==> src/small_arg_reduce_pio2f_core_macros.svh <==
// Assertion macros for the small-argument pi/2 reducer.
// Used by sarp2f_ctrl; expects clk_i and rst_ni in scope.
`ifndef SMALL_ARG_REDUCE_PIO2F_CORE_MACROS_SVH
`define SMALL_ARG_REDUCE_PIO2F_CORE_MACROS_SVH

// same-cycle implication
`define SARP2F_ASSERT_NOW(lbl, ant, con, msg) \
  lbl: assert property (@(posedge clk_i) disable iff (!rst_ni) (ant) |-> (con)) else $error(msg);

// next-cycle implication
`define SARP2F_ASSERT_NEXT(lbl, ant, con, msg) \
  lbl: assert property (@(posedge clk_i) disable iff (!rst_ni) (ant) |=> (con)) else $error(msg);

`endif

==> src/sarp2f_pkg.sv <==
// Package for the small-argument pi/2 reducer: word types, command struct,
// bucket boundaries and the three-part constants of n*pi/2. No dependencies.
package sarp2f_pkg;

  typedef struct packed {
    logic [31:0] x_bits;
    logic [14:0] top_half;
  } in_word_t;

  typedef struct packed {
    logic [31:0]        reduced_bits;
    logic signed [3:0]  quadrant;
    logic               out_of_range;
  } out_word_t;

  typedef struct packed {
    logic       load;
    logic       step;
    logic [1:0] part_sel;
    logic       out_load;
  } cmd_t;

  localparam logic [14:0] SmallLimit = 15'h40e2;
  localparam logic [14:0] BoundHi0 = 15'h4016;
  localparam logic [14:0] BoundHi1 = 15'h407b;
  localparam logic [14:0] BoundHi2 = 15'h40af;
  localparam logic [15:0] BoundLo0 = 16'hcbe4;
  localparam logic [15:0] BoundLo1 = 16'h53d1;
  localparam logic [15:0] BoundLo2 = 16'heddf;
  localparam logic [31:0] QuietBit = 32'h0040_0000;

  // part k of (idx+1)*pi/2, single bits
  function automatic logic [31:0] sarp2f_part(input logic [1:0] idx, input logic [1:0] k);
    logic [31:0] r;
    case ({idx, k})
      4'h0:    r = 32'h3fc9_0fdb;
      4'h1:    r = 32'hb33b_bd2e;
      4'h2:    r = 32'ha6f7_2ced;
      4'h4:    r = 32'h4049_0fdb;
      4'h5:    r = 32'hb3bb_bd2e;
      4'h6:    r = 32'ha777_2ced;
      4'h8:    r = 32'h4096_cbe4;
      4'h9:    r = 32'hb24c_de2e;
      4'ha:    r = 32'h2553_c9ca;
      4'hc:    r = 32'h40c9_0fdb;
      4'hd:    r = 32'hb43b_bd2e;
      4'he:    r = 32'ha7f7_2ced;
      default: r = 32'h0;
    endcase
    return r;
  endfunction

endpackage

==> src/sarp2f_fadd.sv <==
// Single-precision adder, round to nearest even, finite operands.
// Depends on nothing; used by sarp2f_dp.
module sarp2f_fadd (
  input  logic [31:0] a_i,
  input  logic [31:0] b_i,
  output logic [31:0] sum_o
);

  logic        swap;
  logic [31:0] lg, sm;
  logic [7:0]  el, es, d, lim;
  logic [23:0] ml, ms;
  logic [26:0] ext, al, nm;
  logic [27:0] sum;
  logic [4:0]  lz, sh;
  logic [8:0]  ne;
  logic [7:0]  expf;
  logic        up;
  logic [30:0] body;

  assign swap = b_i[30:0] > a_i[30:0];
  assign lg   = swap ? b_i : a_i;
  assign sm   = swap ? a_i : b_i;
  assign el   = (lg[30:23] == 8'd0) ? 8'd1 : lg[30:23];
  assign es   = (sm[30:23] == 8'd0) ? 8'd1 : sm[30:23];
  assign ml   = {lg[30:23] != 8'd0, lg[22:0]};
  assign ms   = {sm[30:23] != 8'd0, sm[22:0]};
  assign d    = el - es;
  assign ext  = {ms, 3'b000};
  assign lim  = el - 8'd1;

  always_comb begin
    if (d >= 8'd27) begin
      al = {26'd0, |ms};
    end else begin
      al = (ext >> d);
      al[0] = al[0] | (|(ext & ((27'd1 << d) - 27'd1)));
    end
    if (lg[31] == sm[31]) begin
      sum = {1'b0, ml, 3'b000} + {1'b0, al};
    end else begin
      sum = {1'b0, ml, 3'b000} - {1'b0, al};
    end
    lz = 5'd27;
    for (int i = 0; i < 27; i++) begin
      if (sum[i]) lz = 5'(26 - i);
    end
    if (sum[27]) begin
      sh = 5'd0;
      nm = {sum[27:2], sum[1] | sum[0]};
      ne = {1'b0, el} + 9'd1;
    end else begin
      sh = ({3'b000, lz} > lim) ? lim[4:0] : lz;
      nm = sum[26:0] << sh;
      ne = {1'b0, el} - {4'd0, sh};
    end
    expf = nm[26] ? ne[7:0] : 8'd0;
    up   = nm[2] & (nm[1] | nm[0] | nm[3]);
    // carry out of the fraction lands in the exponent field
    body = {expf, nm[25:3]} + {30'd0, up};
    if (sum == 28'd0) begin
      sum_o = 32'd0;
    end else begin
      sum_o = {lg[31], body};
    end
  end

endmodule

==> src/sarp2f_dp.sv <==
// Datapath: bucket pick, accumulator with one shared float adder, output register.
// Depends on sarp2f_pkg and sarp2f_fadd.
module sarp2f_dp
  import sarp2f_pkg::*;
(
  input  logic      clk_i,
  input  cmd_t      cmd_i,
  input  in_word_t  in_word_i,
  output out_word_t out_word_o
);

  logic [31:0] acc_q, acc_d, mag, part, add_res;
  logic [1:0]  nidx_q, nidx_d;
  logic        neg_q, oor_q, skip_q;
  logic [3:0]  n4;
  out_word_t   out_q;

  assign mag = {1'b0, in_word_i.x_bits[30:0]};

  always_comb begin
    nidx_d = 2'd0;
    if (in_word_i.top_half >= BoundHi0) nidx_d = 2'd1;
    if (in_word_i.top_half >= BoundHi1) nidx_d = 2'd2;
    if (in_word_i.top_half >= BoundHi2) nidx_d = 2'd3;
    case (nidx_d)
      2'd1: if (in_word_i.top_half == BoundHi0 && in_word_i.x_bits[15:0] < BoundLo0)
              nidx_d = 2'd0;
      2'd2: if (in_word_i.top_half == BoundHi1 && in_word_i.x_bits[15:0] < BoundLo1)
              nidx_d = 2'd1;
      2'd3: if (in_word_i.top_half == BoundHi2 && in_word_i.x_bits[15:0] < BoundLo2)
              nidx_d = 2'd2;
      default: ;
    endcase
  end

  assign part = sarp2f_part(nidx_q, cmd_i.part_sel);

  sarp2f_fadd u_fadd (
    .a_i  (acc_q),
    .b_i  ({~part[31], part[30:0]}),
    .sum_o(add_res)
  );

  assign acc_d = (cmd_i.step && !skip_q && !oor_q) ? add_res : acc_q;
  assign n4    = {2'b00, nidx_q} + 4'd1;

  always_ff @(posedge clk_i) begin
    if (cmd_i.load) begin
      nidx_q <= nidx_d;
      neg_q  <= in_word_i.x_bits[31];
      oor_q  <= in_word_i.top_half >= SmallLimit;
      skip_q <= mag[30:23] == 8'hff;
      // NaN gets its quiet bit; infinities pass unchanged
      acc_q  <= (mag > 32'h7f80_0000) ? (mag | QuietBit) : mag;
    end else begin
      acc_q  <= acc_d;
    end
    if (cmd_i.out_load) begin
      if (oor_q) begin
        out_q <= '{reduced_bits: 32'd0, quadrant: 4'sd0, out_of_range: 1'b1};
      end else begin
        out_q.reduced_bits <= acc_d ^ {neg_q, 31'd0};
        out_q.quadrant     <= neg_q ? -n4 : n4;
        out_q.out_of_range <= 1'b0;
      end
    end
  end

  assign out_word_o = out_q;

endmodule

==> src/sarp2f_ctrl.sv <==
// Controller: sequences load, three adder steps and the output register handoff.
// Depends on sarp2f_pkg and small_arg_reduce_pio2f_core_macros.svh.
`include "small_arg_reduce_pio2f_core_macros.svh"
module sarp2f_ctrl
  import sarp2f_pkg::*;
(
  input  logic clk_i,
  input  logic rst_ni,
  input  logic in_valid_i,
  output logic in_stall_o,
  output logic out_valid_o,
  input  logic out_stall_i,
  output cmd_t cmd_o
);

  localparam logic [1:0] StIdle = 2'd0;
  localparam logic [1:0] StRun  = 2'd1;
  localparam logic [1:0] StHold = 2'd2;

  logic [1:0] state_q, state_d, cnt_q, cnt_d;
  logic       out_valid_q, out_valid_d, out_free, accept;

  assign in_stall_o = state_q != StIdle;
  assign accept     = in_valid_i && !in_stall_o;
  assign out_free   = !out_valid_q || !out_stall_i;

  always_comb begin
    state_d        = state_q;
    cnt_d          = cnt_q;
    cmd_o          = '0;
    cmd_o.part_sel = cnt_q;
    case (state_q)
      StIdle: begin
        if (accept) begin
          cmd_o.load = 1'b1;
          cnt_d      = 2'd0;
          state_d    = StRun;
        end
      end
      StRun: begin
        cmd_o.step = 1'b1;
        cnt_d      = cnt_q + 2'd1;
        if (cnt_q == 2'd2) begin
          // last part: result goes straight to the output word if free
          if (out_free) begin
            cmd_o.out_load = 1'b1;
            state_d        = StIdle;
          end else begin
            state_d = StHold;
          end
        end
      end
      StHold: begin
        if (out_free) begin
          cmd_o.out_load = 1'b1;
          state_d        = StIdle;
        end
      end
      default: state_d = StIdle;
    endcase
  end

  always_comb begin
    out_valid_d = out_valid_q;
    if (cmd_o.out_load) begin
      out_valid_d = 1'b1;
    end else if (out_valid_q && !out_stall_i) begin
      out_valid_d = 1'b0;
    end
  end

  always_ff @(posedge clk_i or negedge rst_ni) begin
    if (!rst_ni) begin
      state_q     <= StIdle;
      cnt_q       <= 2'd0;
      out_valid_q <= 1'b0;
    end else begin
      state_q     <= state_d;
      cnt_q       <= cnt_d;
      out_valid_q <= out_valid_d;
    end
  end

  assign out_valid_o = out_valid_q;

  `SARP2F_ASSERT_NEXT(a_accept_run, accept, state_q == StRun && cnt_q == 2'd0, "accept did not start run")
  `SARP2F_ASSERT_NEXT(a_hold, state_q == StRun && cnt_q == 2'd2 && !out_free, state_q == StHold, "blocked result not held")
  `SARP2F_ASSERT_NEXT(a_load_valid, cmd_o.out_load, out_valid_q, "loaded word not valid")
  `SARP2F_ASSERT_NOW(a_step_run, cmd_o.step, state_q == StRun && !cmd_o.load, "step outside run")

endmodule

==> src/small_arg_reduce_pio2f_core.sv <==
// Small-argument reduction of a single by n*pi/2, n = 1..4, three-part constants.
// Sequence: load the accepted word, run three adder steps, then load the output register.
// One float adder does the three parts; input stalls until the output register loads.
// The output register frees the input side while a result waits to be taken.
// Reset (async, active low) clears control state only; no clearing pass.
module small_arg_reduce_pio2f_core
  import sarp2f_pkg::*;
(
  input  logic      clk_i,
  input  logic      rst_ni,
  input  logic      in_valid_i,
  output logic      in_stall_o,
  input  in_word_t  in_word_i,
  output logic      out_valid_o,
  input  logic      out_stall_i,
  output out_word_t out_word_o
);

  cmd_t cmd;

  sarp2f_ctrl u_ctrl (
    .clk_i      (clk_i),
    .rst_ni     (rst_ni),
    .in_valid_i (in_valid_i),
    .in_stall_o (in_stall_o),
    .out_valid_o(out_valid_o),
    .out_stall_i(out_stall_i),
    .cmd_o      (cmd)
  );

  sarp2f_dp u_dp (
    .clk_i     (clk_i),
    .cmd_i     (cmd),
    .in_word_i (in_word_i),
    .out_word_o(out_word_o)
  );

endmodule

==> config.mk <==
export PLATFORM = sky130hd
export DESIGN_NAME = small_arg_reduce_pio2f_core
export DESIGN_NICKNAME = d
export VERILOG_FILES = /design/src/sarp2f_pkg.sv /design/src/sarp2f_fadd.sv /design/src/sarp2f_dp.sv /design/src/sarp2f_ctrl.sv /design/src/small_arg_reduce_pio2f_core.sv
export VERILOG_INCLUDE_DIRS = /design/src /design/src/src
export SDC_FILE = /design/constraint.sdc
export NUM_CORES = 1
export LEC_CHECK = 0
export BUFFER_PORTS_ARGS = -buffer_cell sky130_fd_sc_hd__clkbuf_2
export CAP_MARGIN = 20
export CORE_AREA = 2 2 181 183
export CTS_CLUSTER_DIAMETER = 200
export DETAILED_ROUTE_END_ITERATION = 10
export DIE_AREA = 0 0 183 185
export PLACE_DENSITY = 0.67
export SETUP_SLACK_MARGIN = 0.5
export SLEW_MARGIN = 40
export SYNTH_ARGS = -nofsm -noshare
export SYNTH_HDL_FRONTEND = slang
export SYNTH_SLANG_ARGS = --single-unit
==> constraint.sdc <==
create_clock -name clk_i -period 32.3 [get_ports clk_i]
set_input_delay 0 -clock clk_i [delete_from_list [all_inputs] [get_ports clk_i]]
set_output_delay 0 -clock clk_i [all_outputs]
set_load 0.01 [all_outputs]
==> metrics.md <==
| Metric | Value |
|---|---|
| Sum Neg Setup Slack | `0 ns` |
| Actual slew at the worst max-slew pin | `0.919 ns` |
| Placed insts | `2711` |
| Max-Cap Viols | `0` |
| CTS sink count | `79` |
| Crit path kind | `reg -> reg` |
| Avg WL per Cell | `25.8 µm` |
| Final Max Tran Viols | `0` |
| R2R cell count | `66` |
| Mean Syn Cell Area | `6.78 µm²` |
| Largest stage delay, worst path | `0.76 ns` |
| IO Count | `90` |
| Initial core utilization | `0.491` |
| Post-synthesis cell count | `2317` |
| Post-Syn Nets | `2482` |
| Dpl ws | `12.89 ns` |
| CP startpoint kind | `flop` |
| DIE HEIGHT | `185 µm` |
| Main flop type after synthesis | `edfxtp_1` |
| Non-Filler Instances | `2756` |
| Final Net Count | `2508` |
| GRT Residual Overflow | `0` |
| Worst path slowest cell | `xor2_1` |
| Post-synthesis sequential area ratio | `0.129` |
| Post-synth EDFFs | `42` |
| CP required | `32.37 ns` |
| Setup slack, reg-to-reg | `12.34 ns` |
| Vias in the first global route | `18100` |
| Post-synth top area share | `0.0891` |
| Worst Hold End | `u_dp.acc_q[4]` |
| RSZ-0062 raised after global routing | `false` |
| Die width | `183 µm` |
| R2r endpoint | `u_dp.out_word_o[35]` |
| Worst reg2reg startpoint | `u_ctrl.cnt_q[1]` |
| Total CTS buffers | `9` |
| GRT Total Usage | `0.411` |
| HPWL Detailed | `55200 µm` |
| Period utilization | `0.618` |
| DR iter-0 viols | `2550` |
| Crit path arrival time | `20.02 ns` |
| Setup ws final | `12.34 ns` |
| Top cells by area, synth | `ha_1, edfxtp_1, a21oi_1, nand2_1, nor2_1` |
| Antenna Diode Count | `0` |
| Synth Register Bits | `79` |
| Worst Skew | `0.0142 ns` |
| Resized Gates After CTS | `0` |
| Vias per cell | `7.15` |
| Count of input and output buffers | `89` |
| Via count | `19700` |
| CTS tree | `yes` |
| Endpoints failing setup | `0` |
| Clock Latency Late Sink | `0.34 ns` |
| H-tree Lvls | `3` |
| Slew HR | `0.381` |
| Placement Rows | `66` |
| Post-synth cell types | `113` |
| Crit path max fanout | `62` |
| Core ar. | `32000 µm²` |
| Largest net degree at the start of global routing | `63` |
| Die area | `33900 µm²` |
| Biggest area consumer among synthesized cells | `ha_1` |
| Hold Path Class | `in -> reg` |
| FILL cells | `3210` |
| Min-delay src | `in_word_i[19]` |
| First-pass GRT wire length | `108000 µm` |
| Clk root buf | `clkbuf_16` |
| Endpoints failing hold | `0` |
| Synth async-reset ratio | `0.0633` |
| Final WL | `71200 µm` |
| Minimum clock period | `19.96 ns` |
| CTS Buffer Depth | `2` |
| First-pass iteration count of the detailed router | `9` |
| Most frequent cells in the layout | `nand2_1, nor2_1, a21oi_1` |
| YS warnings | `0` |
| Worst Hold Depth | `3` |
| Commonest non-fill, non-tap cell in the layout | `nand2_1` |
| Fmax | `50.1 MHz` |
| Setup crit end kind | `flop` |
| Clock slew at reported path FFs | `0.07 ns` |
| Layout area overhead | `9.08%` |
| GPL Wtd Cong | `1.03` |
| Post-Syn Area | `15700 µm²` |
| Antenna Nets Post-Route | `0` |
| DRC errors left | `0` |
| Layout cell share with drive strength beyond 1 | `0.103` |
| CP most frequent cell | `ha_1` |
| Initial antenna violation count | `1` |
| Status | `completed` |
## cell usage after synthesis, drive strengths merged, types with 32 or more instances
library cell and instances:
a211oi 46, a21o 39, a21oi 217, buf 42, clkbuf 98, dfxtp 32, edfxtp 42, ha 112
inv 114, nand2 255, nand2b 32, nand3 74, nand4 39, nor2 253, nor3 91, o21ai 167
o22ai 47, xnor2 40
## stage by stage
step	cell area, µm²	hold WS [ns]	utilization
5_1_grt	17100	0.0131	0.535
6_report	17100	0.000168	0.535
2_1_floorplan	15700	-0.296	-
3_3_place_gp	16400	-0.171	0.513
3_5_place_dp	16500	-0.169	0.515
4_1_cts	17100	0.000204	0.534
## flip-flops by register name, indices dropped and copies added, names as in the netlist
register            flops
u_ctrl.cnt_q            2
u_ctrl.out_valid_o      1
u_ctrl.state_q          2
u_dp.acc_q             32
u_dp.neg_q              1
u_dp.nidx_q             2
u_dp.oor_q              1
u_dp.out_word_o        37
u_dp.skip_q             1
## layout make-up
class | instances | area, µm² | area share
flip-flops and latches | 79 | 2030 | 0.118
multi-input cells | 1984 | 12800 | 0.749
well taps | 408 | 510 | 0.0298
repair buffers | 155 | 1000 | 0.0585
clock inverters | 7 | 114 | 0.00664
clock buffers | 9 | 225 | 0.0131
inverters | 114 | 428 | 0.0250
## metal layers
metal | up-vias | routed length, µm | share of wire | track usage
met5 | - | 11 | 0.00015 | 0
met4 | 2 | 4070 | 0.057 | 0.202
met3 | 249 | 7240 | 0.10 | 0.0843
met2 | 1257 | 31200 | 0.44 | 0.650
met1 | 9386 | 28700 | 0.40 | 0.532
li1 | 8817 | - | - | -
## worst max-delay path by stage
| stage | start | slack [ns] | cells after the start | to |
|---|---|---|---|---|
| after floorplan | u_ctrl.cnt_q[1] | 16.54 | 84 | u_dp.out_word_o[35] |
| after global placement | u_ctrl.cnt_q[1] | 12.72 | 63 | u_dp.out_word_o[35] |
| after detailed placement | u_ctrl.cnt_q[1] | 12.89 | 65 | u_dp.out_word_o[35] |
| after CTS | u_ctrl.cnt_q[1] | 12.80 | 64 | u_dp.out_word_o[35] |
| after global routing | u_ctrl.cnt_q[1] | 11.31 | 67 | u_dp.out_word_o[35] |
| final | u_ctrl.cnt_q[1] | 12.34 | 66 | u_dp.out_word_o[35] |
## logic make-up (layout without fill, tap and decap cells)
family / after synthesis / count (layout) / synth area share
and+or+nand+nor: 930 / 930 / 0.289
AOI/OAI and AO/OA: 844 / 844 / 0.365
buffers and inverters: 254 / 285 / 0.0651
adders and majority gates: 114 / 114 / 0.0917
DFF: 79 / 79 / 0.129
xor gates and xnor gates: 56 / 56 / 0.0312
muxes: 40 / 40 / 0.0292
## worst max-delay path, delay by kind of cell, from the launching register on
family / cells / cell delay (ns)
buffers and inverters: 7 / 2.27
DFF: 1 / 0.54
and+or+nand+nor: 28 / 8.13
adders and majority gates: 7 / 2.10
AOI/OAI and AO/OA: 18 / 4.04
muxes: 1 / 0.55
xor gates and xnor gates: 5 / 2.03
## what timing repair did
item,in CTS,in global routing
setup buffers,0,0
hold buffers,27,0
endpoints found under the hold margin,31,0
endpoints found under the setup margin,0,0
Power is not shown: default switching activity piles up to over one toggle a cycle in this logic, so the estimate is an artifact.
